### src/assert_macros.svh
`ifndef ASSERT_MACROS_SVH
`define ASSERT_MACROS_SVH

// checked only while out of reset
`define BLS_ASSERT(lbl, prop, msg) \
  lbl: assert property (@(posedge clk_i) disable iff (!rst_ni) prop) else $error(msg);

// checked on every edge, reset included
`define BLS_ASSERT_ALWAYS(lbl, prop, msg) \
  lbl: assert property (@(posedge clk_i) prop) else $error(msg);

`endif

### src/bls_pkg.sv
`default_nettype none

package bls_pkg;

  localparam int unsigned DEPTH = 8;
  localparam int unsigned AW    = $clog2(DEPTH);
  localparam int unsigned CNT_W = 4;
  localparam int unsigned OP_W  = 3;
  localparam int unsigned POS_W = 4;
  localparam int unsigned DW    = 32;
  localparam int unsigned ST_W  = 2;

  localparam logic [CNT_W-1:0] CAP_RESET = 4'd8;

  typedef enum logic [OP_W-1:0] {
    OP_PUSH = 3'd0,
    OP_POP  = 3'd1,
    OP_READ = 3'd2,
    OP_PEEK = 3'd3,
    OP_EDIT = 3'd4
  } op_e;

  typedef enum logic [ST_W-1:0] {
    ST_OK     = 2'd0,
    ST_FULL   = 2'd1,
    ST_EMPTY  = 2'd2,
    ST_BADPOS = 2'd3
  } status_e;

  typedef enum logic [1:0] {
    S_IDLE = 2'd0,
    S_EXEC = 2'd1,
    S_RESP = 2'd2
  } state_e;

  typedef struct packed {
    logic capture;
    logic exec;
  } dp_cmd_t;

endpackage

`default_nettype wire

### src/bls_ctrl.sv
`default_nettype none

`include "assert_macros.svh"

module bls_ctrl
  import bls_pkg::*;
(
  input  wire logic    clk_i,
  input  wire logic    rst_ni,
  input  wire logic    start,
  output dp_cmd_t      cmd_o,
  output logic         busy_o,
  output logic         done_o
);

  state_e state_q, state_d;

  always_ff @(posedge clk_i or negedge rst_ni) begin
    if (!rst_ni) begin
      state_q <= S_IDLE;
    end else begin
      state_q <= state_d;
    end
  end

  always_comb begin
    state_d = state_q;
    case (state_q)
      S_IDLE: begin
        if (start) state_d = S_EXEC;
      end
      S_EXEC: state_d = S_RESP;
      S_RESP: state_d = S_IDLE;
      default: state_d = S_IDLE;
    endcase
  end

  always_comb begin
    cmd_o.capture = 1'b0;
    cmd_o.exec    = 1'b0;
    busy_o        = 1'b1;
    done_o        = 1'b0;
    case (state_q)
      S_IDLE: begin
        busy_o        = 1'b0;
        cmd_o.capture = start;
      end
      S_EXEC: cmd_o.exec = 1'b1;
      S_RESP: done_o = 1'b1;
      default: busy_o = 1'b0;
    endcase
  end

  `BLS_ASSERT_ALWAYS(a_done_busy, done_o |-> busy_o, "result strobe while not busy")
  `BLS_ASSERT(a_accept_exec, (start && !busy_o) |=> cmd_o.exec, "accepted item not executed")
  `BLS_ASSERT(a_exec_done, cmd_o.exec |=> done_o, "executed item gave no result")
  `BLS_ASSERT(a_single_done, done_o |=> !done_o, "result strobe repeated")

endmodule

`default_nettype wire

### src/bls_dp.sv
`default_nettype none

`include "assert_macros.svh"

module bls_dp
  import bls_pkg::*;
(
  input  wire logic                    clk_i,
  input  wire logic                    rst_ni,
  input  wire dp_cmd_t                 cmd_i,
  input  wire logic [CNT_W-1:0]        capacity_i,
  input  wire logic [OP_W-1:0]         opcode_i,
  input  wire logic [POS_W-1:0]        position_i,
  input  wire logic signed [DW-1:0]    value_i,
  output logic signed [DW-1:0]         data_o,
  output logic [ST_W-1:0]              status_o,
  output logic [CNT_W-1:0]             count_o
);

  logic signed [DW-1:0] mem [DEPTH];

  logic [OP_W-1:0]      op_q;
  logic [POS_W-1:0]     pos_q;
  logic signed [DW-1:0] val_q;
  logic signed [DW-1:0] rd_q;

  logic [CNT_W-1:0] count_q, count_d;
  status_e          status_q, status_d;
  logic             rd_ok_q, rd_ok_d;

  logic [CNT_W-1:0] eff_cap;
  logic             we;
  logic [CNT_W-1:0] waddr, raddr;

  // capacity of zero behaves as one, above the built depth as the depth
  always_comb begin
    eff_cap = capacity_i;
    if (capacity_i == '0) eff_cap = CNT_W'(1);
    if (capacity_i > CNT_W'(DEPTH)) eff_cap = CNT_W'(DEPTH);
  end

  always_comb begin
    count_d  = count_q;
    status_d = ST_OK;
    rd_ok_d  = 1'b0;
    we       = 1'b0;
    waddr    = count_q;
    raddr    = CNT_W'(pos_q);
    case (op_e'(op_q))
      OP_PUSH: begin
        if (count_q >= eff_cap) begin
          status_d = ST_FULL;
        end else begin
          we      = 1'b1;
          count_d = count_q + CNT_W'(1);
        end
      end
      OP_POP: begin
        raddr = count_q - CNT_W'(1);
        if (count_q == '0) begin
          status_d = ST_EMPTY;
        end else begin
          rd_ok_d = 1'b1;
          count_d = count_q - CNT_W'(1);
        end
      end
      OP_READ: begin
        if (count_q == '0) status_d = ST_EMPTY;
        else if (CNT_W'(pos_q) >= count_q) status_d = ST_BADPOS;
        else rd_ok_d = 1'b1;
      end
      OP_PEEK: begin
        // top-relative: position one is the newest entry
        raddr = count_q - CNT_W'(pos_q);
        if (count_q == '0) status_d = ST_EMPTY;
        else if (pos_q == '0 || CNT_W'(pos_q) > count_q) status_d = ST_BADPOS;
        else rd_ok_d = 1'b1;
      end
      OP_EDIT: begin
        waddr = CNT_W'(pos_q);
        if (count_q == '0) status_d = ST_EMPTY;
        else if (CNT_W'(pos_q) >= count_q) status_d = ST_BADPOS;
        else we = 1'b1;
      end
      default: status_d = ST_BADPOS;
    endcase
  end

  always_ff @(posedge clk_i) begin
    if (cmd_i.capture) begin
      op_q  <= opcode_i;
      pos_q <= position_i;
      val_q <= value_i;
    end
  end

  always_ff @(posedge clk_i) begin
    if (cmd_i.exec && we) mem[waddr[AW-1:0]] <= val_q;
    if (cmd_i.exec) rd_q <= mem[raddr[AW-1:0]];
  end

  always_ff @(posedge clk_i or negedge rst_ni) begin
    if (!rst_ni) begin
      count_q  <= '0;
      status_q <= ST_OK;
      rd_ok_q  <= 1'b0;
    end else if (cmd_i.exec) begin
      count_q  <= count_d;
      status_q <= status_d;
      rd_ok_q  <= rd_ok_d;
    end
  end

  assign data_o   = rd_ok_q ? rd_q : '0;
  assign status_o = status_q;
  assign count_o  = count_q;

  `BLS_ASSERT(a_cnt_bound, count_q <= CNT_W'(DEPTH), "entry count above depth")
  `BLS_ASSERT(a_cnt_hold, !cmd_i.exec |=> $stable(count_q), "count moved outside execution")
  `BLS_ASSERT(a_rd_ok, rd_ok_q |-> (status_q == ST_OK), "data returned with error status")

endmodule

`default_nettype wire

### src/bounded_lifo_stack.sv
// Bounded LIFO stack of signed 32-bit words with a capacity set through the APB register at
// address 0 (reset 8; 0 acts as 1, above 8 acts as 8). A request is taken when start is high
// and busy is low; each request passes through capture, one access of the entry memory (one
// write and one read address, registered read data) and result, and busy is high during the
// access and result steps. The result appears on data_o, status_o and count_o for exactly one
// cycle with done_o high; the receiver cannot stall it, so it must take the item in that cycle.
// A new request can be taken in the cycle after done_o, not before. Entries are not cleared at
// reset; only entries below the count are ever returned on data_o.

`default_nettype none

module bounded_lifo_stack
  import bls_pkg::*;
(
  input  wire logic                  clk_i,
  input  wire logic                  rst_ni,
  input  wire logic                  start,
  output logic                       busy,
  input  wire logic [OP_W-1:0]       opcode_i,
  input  wire logic [POS_W-1:0]      position_i,
  input  wire logic signed [DW-1:0]  value_i,
  output logic                       done_o,
  output logic signed [DW-1:0]       data_o,
  output logic [ST_W-1:0]            status_o,
  output logic [CNT_W-1:0]           count_o,
  input  wire logic                  psel,
  input  wire logic                  penable,
  input  wire logic                  pwrite,
  input  wire logic [2:0]            paddr,
  input  wire logic [31:0]           pwdata,
  output logic [31:0]                prdata,
  output logic                       pready
);

  dp_cmd_t          cmd;
  logic [CNT_W-1:0] capacity_q;
  logic             cfg_we;

  assign pready = 1'b1;
  assign cfg_we = psel && penable && pwrite && (paddr[2] == 1'b0);

  always_ff @(posedge clk_i or negedge rst_ni) begin
    if (!rst_ni) begin
      capacity_q <= CAP_RESET;
    end else if (cfg_we) begin
      capacity_q <= pwdata[CNT_W-1:0];
    end
  end

  assign prdata = (paddr[2] == 1'b0) ? {{(32-CNT_W){1'b0}}, capacity_q} : '0;

  bls_ctrl u_ctrl (
    .clk_i  (clk_i),
    .rst_ni (rst_ni),
    .start  (start),
    .cmd_o  (cmd),
    .busy_o (busy),
    .done_o (done_o)
  );

  bls_dp u_dp (
    .clk_i      (clk_i),
    .rst_ni     (rst_ni),
    .cmd_i      (cmd),
    .capacity_i (capacity_q),
    .opcode_i   (opcode_i),
    .position_i (position_i),
    .value_i    (value_i),
    .data_o     (data_o),
    .status_o   (status_o),
    .count_o    (count_o)
  );

endmodule

`default_nettype wire

### config.mk
export PLATFORM = sky130hd
export DESIGN_NAME = bounded_lifo_stack
export DESIGN_NICKNAME = d
export VERILOG_FILES = /design/src/bls_pkg.sv /design/src/bls_ctrl.sv /design/src/bls_dp.sv /design/src/bounded_lifo_stack.sv
export VERILOG_INCLUDE_DIRS = /design/src /design/src/src
export SDC_FILE = /design/constraint.sdc
export NUM_CORES = 1
export LEC_CHECK = 0
export ABC_AREA = 1
export BUFFER_PORTS_ARGS = -buffer_cell sky130_fd_sc_hd__buf_2
export CAP_MARGIN = 10
export CORE_ASPECT_RATIO = 0.5
export CORE_MARGIN = 8
export CORE_UTILIZATION = 46
export DETAILED_ROUTE_END_ITERATION = 7
export GPL_TIMING_DRIVEN = 0
export PLACE_DENSITY = 0.67
export SLEW_MARGIN = 30
export SYNTH_ARGS = -nofsm -noshare
export SYNTH_HDL_FRONTEND = slang
export SYNTH_SLANG_ARGS = --single-unit
### constraint.sdc
create_clock -name clk_i -period 3.7 [get_ports clk_i]
set_input_delay 0.925 -clock clk_i [delete_from_list [all_inputs] [get_ports clk_i]]
set_output_delay 0.925 -clock clk_i [all_outputs]
set_load 0.005 [all_outputs]
==> flow_summary.ini, run 1 <==
[clock_network]
ctsResizeCount = 0
cts_buffers = 31
root_buffer = clkbuf_16
htreeDepth = 1
cts_hold_buf = 0
cts_setup_buffers = 0
cts_tree = built
insertion_delay_ns = 0.59
clock_sinks = 340
clockBufferDepth = 3
clk_pin_slew_ns = 0.06

[sta]
finalClockSkew_ns = 0.0300
fin_crit_ns = 3.23
drv_slew = 0
worst_pin_slew_ns = 0.867
fin_crit_sh = 0.872
hold_viol_final = 0
setup_viol = 0
slew_headroom = 0.422
rsz0062_at_grt = no
fmax_ghz = 0.310
fin_tns_setup_ns = 0
hold_ws_ns = 0.237

[route]
routedWlPerCell_um = 16.5
vias_per_cell = 4.81
initialDrtViolationCount = 912
drc_errors = 0
vias = 10200
drt-pass1-iter-count = 5
ant_nets = 0
drt_wl_total_um = 35100

[worst_setup_path]
path_max_fanout = 13
r2r_start = u_dp.count_o[2]
crit_type = flip-flop to flip-flop
cp_data_required_time_ns = 4.00
cp_slowest_cell = nor2_4
crit_top_cell = nand2_1
reg2reg_to = u_dp.mem[4][20]
slowest_delay_ns = 0.52
crit_path_end_kind = flip-flop
r2r.worst_path.cells = 11
crit_start = u_dp.count_o[2]
arrival_ns = 3.52
endpoint = u_dp.mem[4][20]
cp_cell_sequence = inv_1, ha_1, nand2_1, inv_1, nand2_1, nand4_1, o21ai_0, nand2_1, nor2_4, buf_16, buf_16
crit_path_start_kind = flip-flop
regToRegSetupSlack_ns = 0.47

[die]
ios = 153
die_x_um = 274
num_rows = 47
core_area_sq_um = 32900
dieArea_sq_um = 39800
start_util = 0.465
die_y_um = 145

[global_routing]
grt_max_degree = 40
grt_pass1_vias = 9794
grt_first_pass_wirelength_um = 54500
grtUsageTotal = 0.173
grt-ovfl-total = 0
antenna_found_initial = 1

[power]
leakage_nw = 8.27
ir_drop_mv = 0.432
powerDensity_nw_per_um2 = 652
finalPower_mw = 11.6

[synthesis]
syn-cell-area_sq_um = 15300
ys_seq_area_frac = 0.662
synthDistinctLibCells = 30
synth-seq-cells = 340
syn_inst = 1498
postSynthAreaPerCell_sq_um = 10.2
yosys_warnings = 0

[placed_design]
globalplace.congestion = 0.809
dp_hpwl_um = 23300
io_buffers = 93

[cells_and_area]
antenna_cells = 0
final_cell_mix = 374 x nand2_1, 327 x edfxtp_1, 323 x inv_1
n_fill_cell = 2787
syn2layout_area_growth_pct = 16.3
final_net_count = 1761
mostFrequentLayoutCell = nand2_1
final_util = 0.541
drive_gt1_frac = 0.148

[flow_run]
drv_cap = 0

[run_status]
outcome = finished, final reports clean

[worst_hold_path]
hold_path_class = primary input to asynchronous set/reset pin
## area by class of cell
class,instances,area (sq um),share of cell area
flip-flops and latches,340,10100,0.569
multi-input cells,766,3560,0.200
inverters,326,1230,0.0688
clock buffers,33,783,0.0440
repair buffers,106,773,0.0434
plain buffers,93,564,0.0317
well taps,441,552,0.0310
clock inverters,25,208,0.0117
## critical path: cells and delay by family (launching register included)
| kind | cells | cell delay (ns) |
|---|---|---|
| simple gates | 5 | 1.27 |
| buf+inv | 4 | 0.56 |
| compound gates | 1 | 0.27 |
| flops | 1 | 0.51 |
| fa+ha+maj | 1 | 0.34 |
## metrics by stage
step	std cells	setup WS [ns]	area (sq um)
2_1_floorplan	1525	0.0933	15400
3_3_place_gp	2059	-2.10	16400
3_5_place_dp	2072	0.476	16800
4_1_cts	2130	0.477	17800
5_1_grt	2130	0.207	17800
6_report	2130	0.473	17800
## logic make-up (layout without fill, tap and decap cells)
family / Yosys count / after routing / share of synthesized area
AOI/OAI and AO/OA: 27 / 27 / 0.0103
adders and majority gates: 17 / 17 / 0.0144
other: 2 / 29 / 0.000490
xor gates and xnor gates: 6 / 6 / 0.00343
and+or+nand+nor: 687 / 687 / 0.193
buffers and inverters: 419 / 583 / 0.117
DFF: 340 / 340 / 0.662
## where the power goes
part           internal (mW)  total (mW)  switching (mW)  leakage [nW]
sequential              4.86        5.13           0.269          3.12
combinational           1.04        3.32            2.28          4.67
clock                   1.74        3.17            1.43         0.480
total                   7.64        11.6            3.98          8.27
## routing by layer
metal,vias up,track usage,part of all wire
met3,74,0.0315,0.086
met4,2,0.0522,0.023
li1,5092,-,-
met5,-,0,0.00023
met2,387,0.282,0.47
met1,4691,0.234,0.42
## worst min path at each step
stage / startpoint / to / depth (start not counted) / slack [ns]
2_1_floorplan: u_dp.status_o[1] / u_dp.status_o[1] / 2 / 0.48
3_5_place_dp: u_dp.status_o[1] / u_dp.status_o[1] / 2 / 0.47
6_report: rst_ni / capacity_q[0] / 1 / 0.24
4_1_cts: rst_ni / capacity_q[0] / 1 / 0.22
5_1_grt: rst_ni / u_dp.count_o[3] / 1 / 0.24
3_3_place_gp: u_dp.status_o[1] / u_dp.status_o[1] / 2 / 0.46
## registers in the layout (all words and copies together) (netlist names)
| register | cells |
|---|---|
| u_dp.pos_q | 4 |
| u_dp.mem | 256 |
| u_dp.rd_q | 32 |
| u_dp.val_q | 32 |
| u_dp.rd_ok_q | 1 |
| u_dp.status_o | 2 |
| u_ctrl.state_q | 2 |
| u_dp.op_q | 3 |
| capacity_q | 4 |
| u_dp.count_o | 4 |
## cells in the mapped netlist
master    count  area share
conb_1        2     0.00049
dfstp_2       1      0.0017
nor2_2        1     0.00041
fa_1          1      0.0013
buf_1         1     0.00024
a31oi_2       1     0.00082
o21ai_2       1     0.00057
xnor2_1       2      0.0011
buf_6         7      0.0051
a21oi_1      13      0.0042
nor2_4        1     0.00073
buf_2        37       0.012
o21ai_0      11      0.0036
nand2_2       2     0.00082
edfxtp_1    327        0.64
clkbuf_1     17      0.0042
or2_2         1     0.00041
inv_1       324       0.079
inv_2         2     0.00049
ha_1         16       0.013
nor3_1        1     0.00033
nand4_1       3      0.0012
nor2_1       28      0.0069
nor4_1        1     0.00041
nand2_1     374       0.092
nand3_1     275       0.090
buf_4        31       0.015
dfrtp_1      12       0.020
xor2_1        4      0.0023
a21oi_4       1      0.0011
(Power assumes the default switching activity.)
==> inputs of run 2 (changes only) <==
- CORE_ASPECT_RATIO: 0.5 -> not set
- SLEW_MARGIN: 30 -> not set
==> flow_summary.ini, run 2 (synthesis gave the netlist of run 1 again) <==
[placed_design]
io_buffers = 93
placed_area_sq_um = 16700
pre_cts_ws_ns = 0.368
dp_cells = 2076
globalplace.congestion = 0.867
dp_hpwl_um = 23900

[die]
num_rows = 67
core_area_sq_um = 33200
start_util = 0.462
die_y_um = 199
ios = 153
dieArea_sq_um = 39400
die_x_um = 199

[worst_setup_path]
crit_start = u_dp.count_o[0]
arrival_ns = 3.54
path_max_fanout = 19
cp_data_required_time_ns = 3.92
crit_path_end_kind = flip-flop
crit_type = flip-flop to flip-flop
crit_path_start_kind = flip-flop
r2r_start = u_dp.count_o[0]

[clock_network]
cts_buffers = 37
clk_pin_slew_ns = 0.06
clock_sinks = 340
root_buffer = clkbuf_16
cts_hold_buf = 0
ctsResizeCount = 0
cts_setup_buffers = 0
cts_tree = built
clockBufferDepth = 3
htreeDepth = 2
insertion_delay_ns = 0.53

[power]
leakage_nw = 8.28
powerDensity_nw_per_um2 = 659
ir_drop_mv = 0.280

[route]
initialDrtViolationCount = 743
ant_nets = 0
drt_wl_total_um = 35000
vias_per_cell = 4.83
drt-pass1-iter-count = 7
vias = 10300
drc_errors = 0
routedWlPerCell_um = 16.4

[sta]
fin_crit_sh = 0.898
setup_viol = 0
hold_ws_ns = 0.290
worst_slack_ns = 0.377
rsz0062_at_grt = no
drv_slew = 0
hold_viol_final = 0
finalClockSkew_ns = 0.0232
slew_headroom = 0.455
worst_pin_slew_ns = 0.817
fin_crit_ns = 3.32
fmax_ghz = 0.301

[flow_run]
drv_cap = 0

[cells_and_area]
syn2layout_area_growth_pct = 16.3
multi_input_area_sq_um = 3550
n_fill_cell = 2885
mostFrequentLayoutCell = nand2_1
seq_area_sq_um = 10100
final_net_count = 1764
drive_gt1_frac = 0.146
final_cell_mix = 374 x nand2_1, 327 x edfxtp_1, 323 x inv_1
instances_no_fill = 2137
postLayoutCellArea_sq_um = 17800
antenna_cells = 0
final_util = 0.537
largest_register_ffs = 256

[global_routing]
grt-ovfl-total = 0
grtUsageTotal = 0.179
grt_max_degree = 29
grt_pass1_vias = 10400
grt_first_pass_wirelength_um = 55100
antenna_found_initial = 0

[worst_hold_path]
hold_path_class = primary input to asynchronous set/reset pin

[run_status]
outcome = finished, final reports clean
[run 2: cell count changes in the layout (fill, tap and decap cells not counted), sizes merged]
cell	previous run	this run
bufinv	3	1
clkbuf	50	62
clkinvlp	4	1
buf	182	179
clkinv	17	13
[run 2: per-layer routing]
layer / up-vias / GRT usage / routed length [um]
met2: 350 / 0.309 / 16900
met5: - / 0 / 0
met1: 4807 / 0.226 / 14600
li1: 5084 / - / -
met4: 0 / 0.0664 / 1100
met3: 78 / 0.0283 / 2350
[run 2: cell type report]
| type | count | share of cell area |
|---|---|---|
| Sequential cell | 340 | 0.569 |
| Clock inverter | 16 | 0.00709 |
| Clock buffer | 45 | 0.0536 |
| Inverter | 326 | 0.0687 |
| Buffer | 93 | 0.0317 |
| Multi-Input combinational cell | 766 | 0.199 |
| Tap cell | 448 | 0.0315 |
| Timing Repair Buffer | 103 | 0.0386 |
[run 2: critical path: stages (launching register included)]
cell     delay (ns)
dfrtp_1        0.49
inv_1          0.22
ha_1           0.36
nand2_1        0.08
inv_1          0.04
nand2_1        0.09
nand4_1        0.14
o21ai_0        0.28
nand2_1        0.42
nor2_4         0.62
buf_12         0.26
[run 2: final timing paths]
| check | depth (start not counted) | to | slack, ns |
|---|---|---|---|
| min in group clk_i | 2 | u_dp.status_o[1] | 0.50 |
| max in group asynchronous | 1 | capacity_q[3] | 3.13 |
| max | 10 | u_dp.mem[0][13] | 0.38 |
| max reg2reg | 10 | u_dp.mem[0][13] | 0.38 |
| min | 1 | u_dp.rd_ok_q | 0.29 |
| min reg2reg | 2 | u_dp.status_o[1] | 0.50 |
[run 2: metrics by stage]
step	TNS [ns]	total power, mW
2_1_floorplan	0	7.28
3_3_place_gp	-473.47	8.35
3_5_place_dp	0	8.50
4_1_cts	0	11.8
5_1_grt	0	12.4
6_report	0	11.8
[run 2: report_power, final]
group	total, mW	internal, mW	switching [mW]	leakage (nW)
Combinational	3.28	1.05	2.22	4.63
Clock	3.33	1.91	1.42	0.527
Sequential	5.14	4.86	0.283	3.12
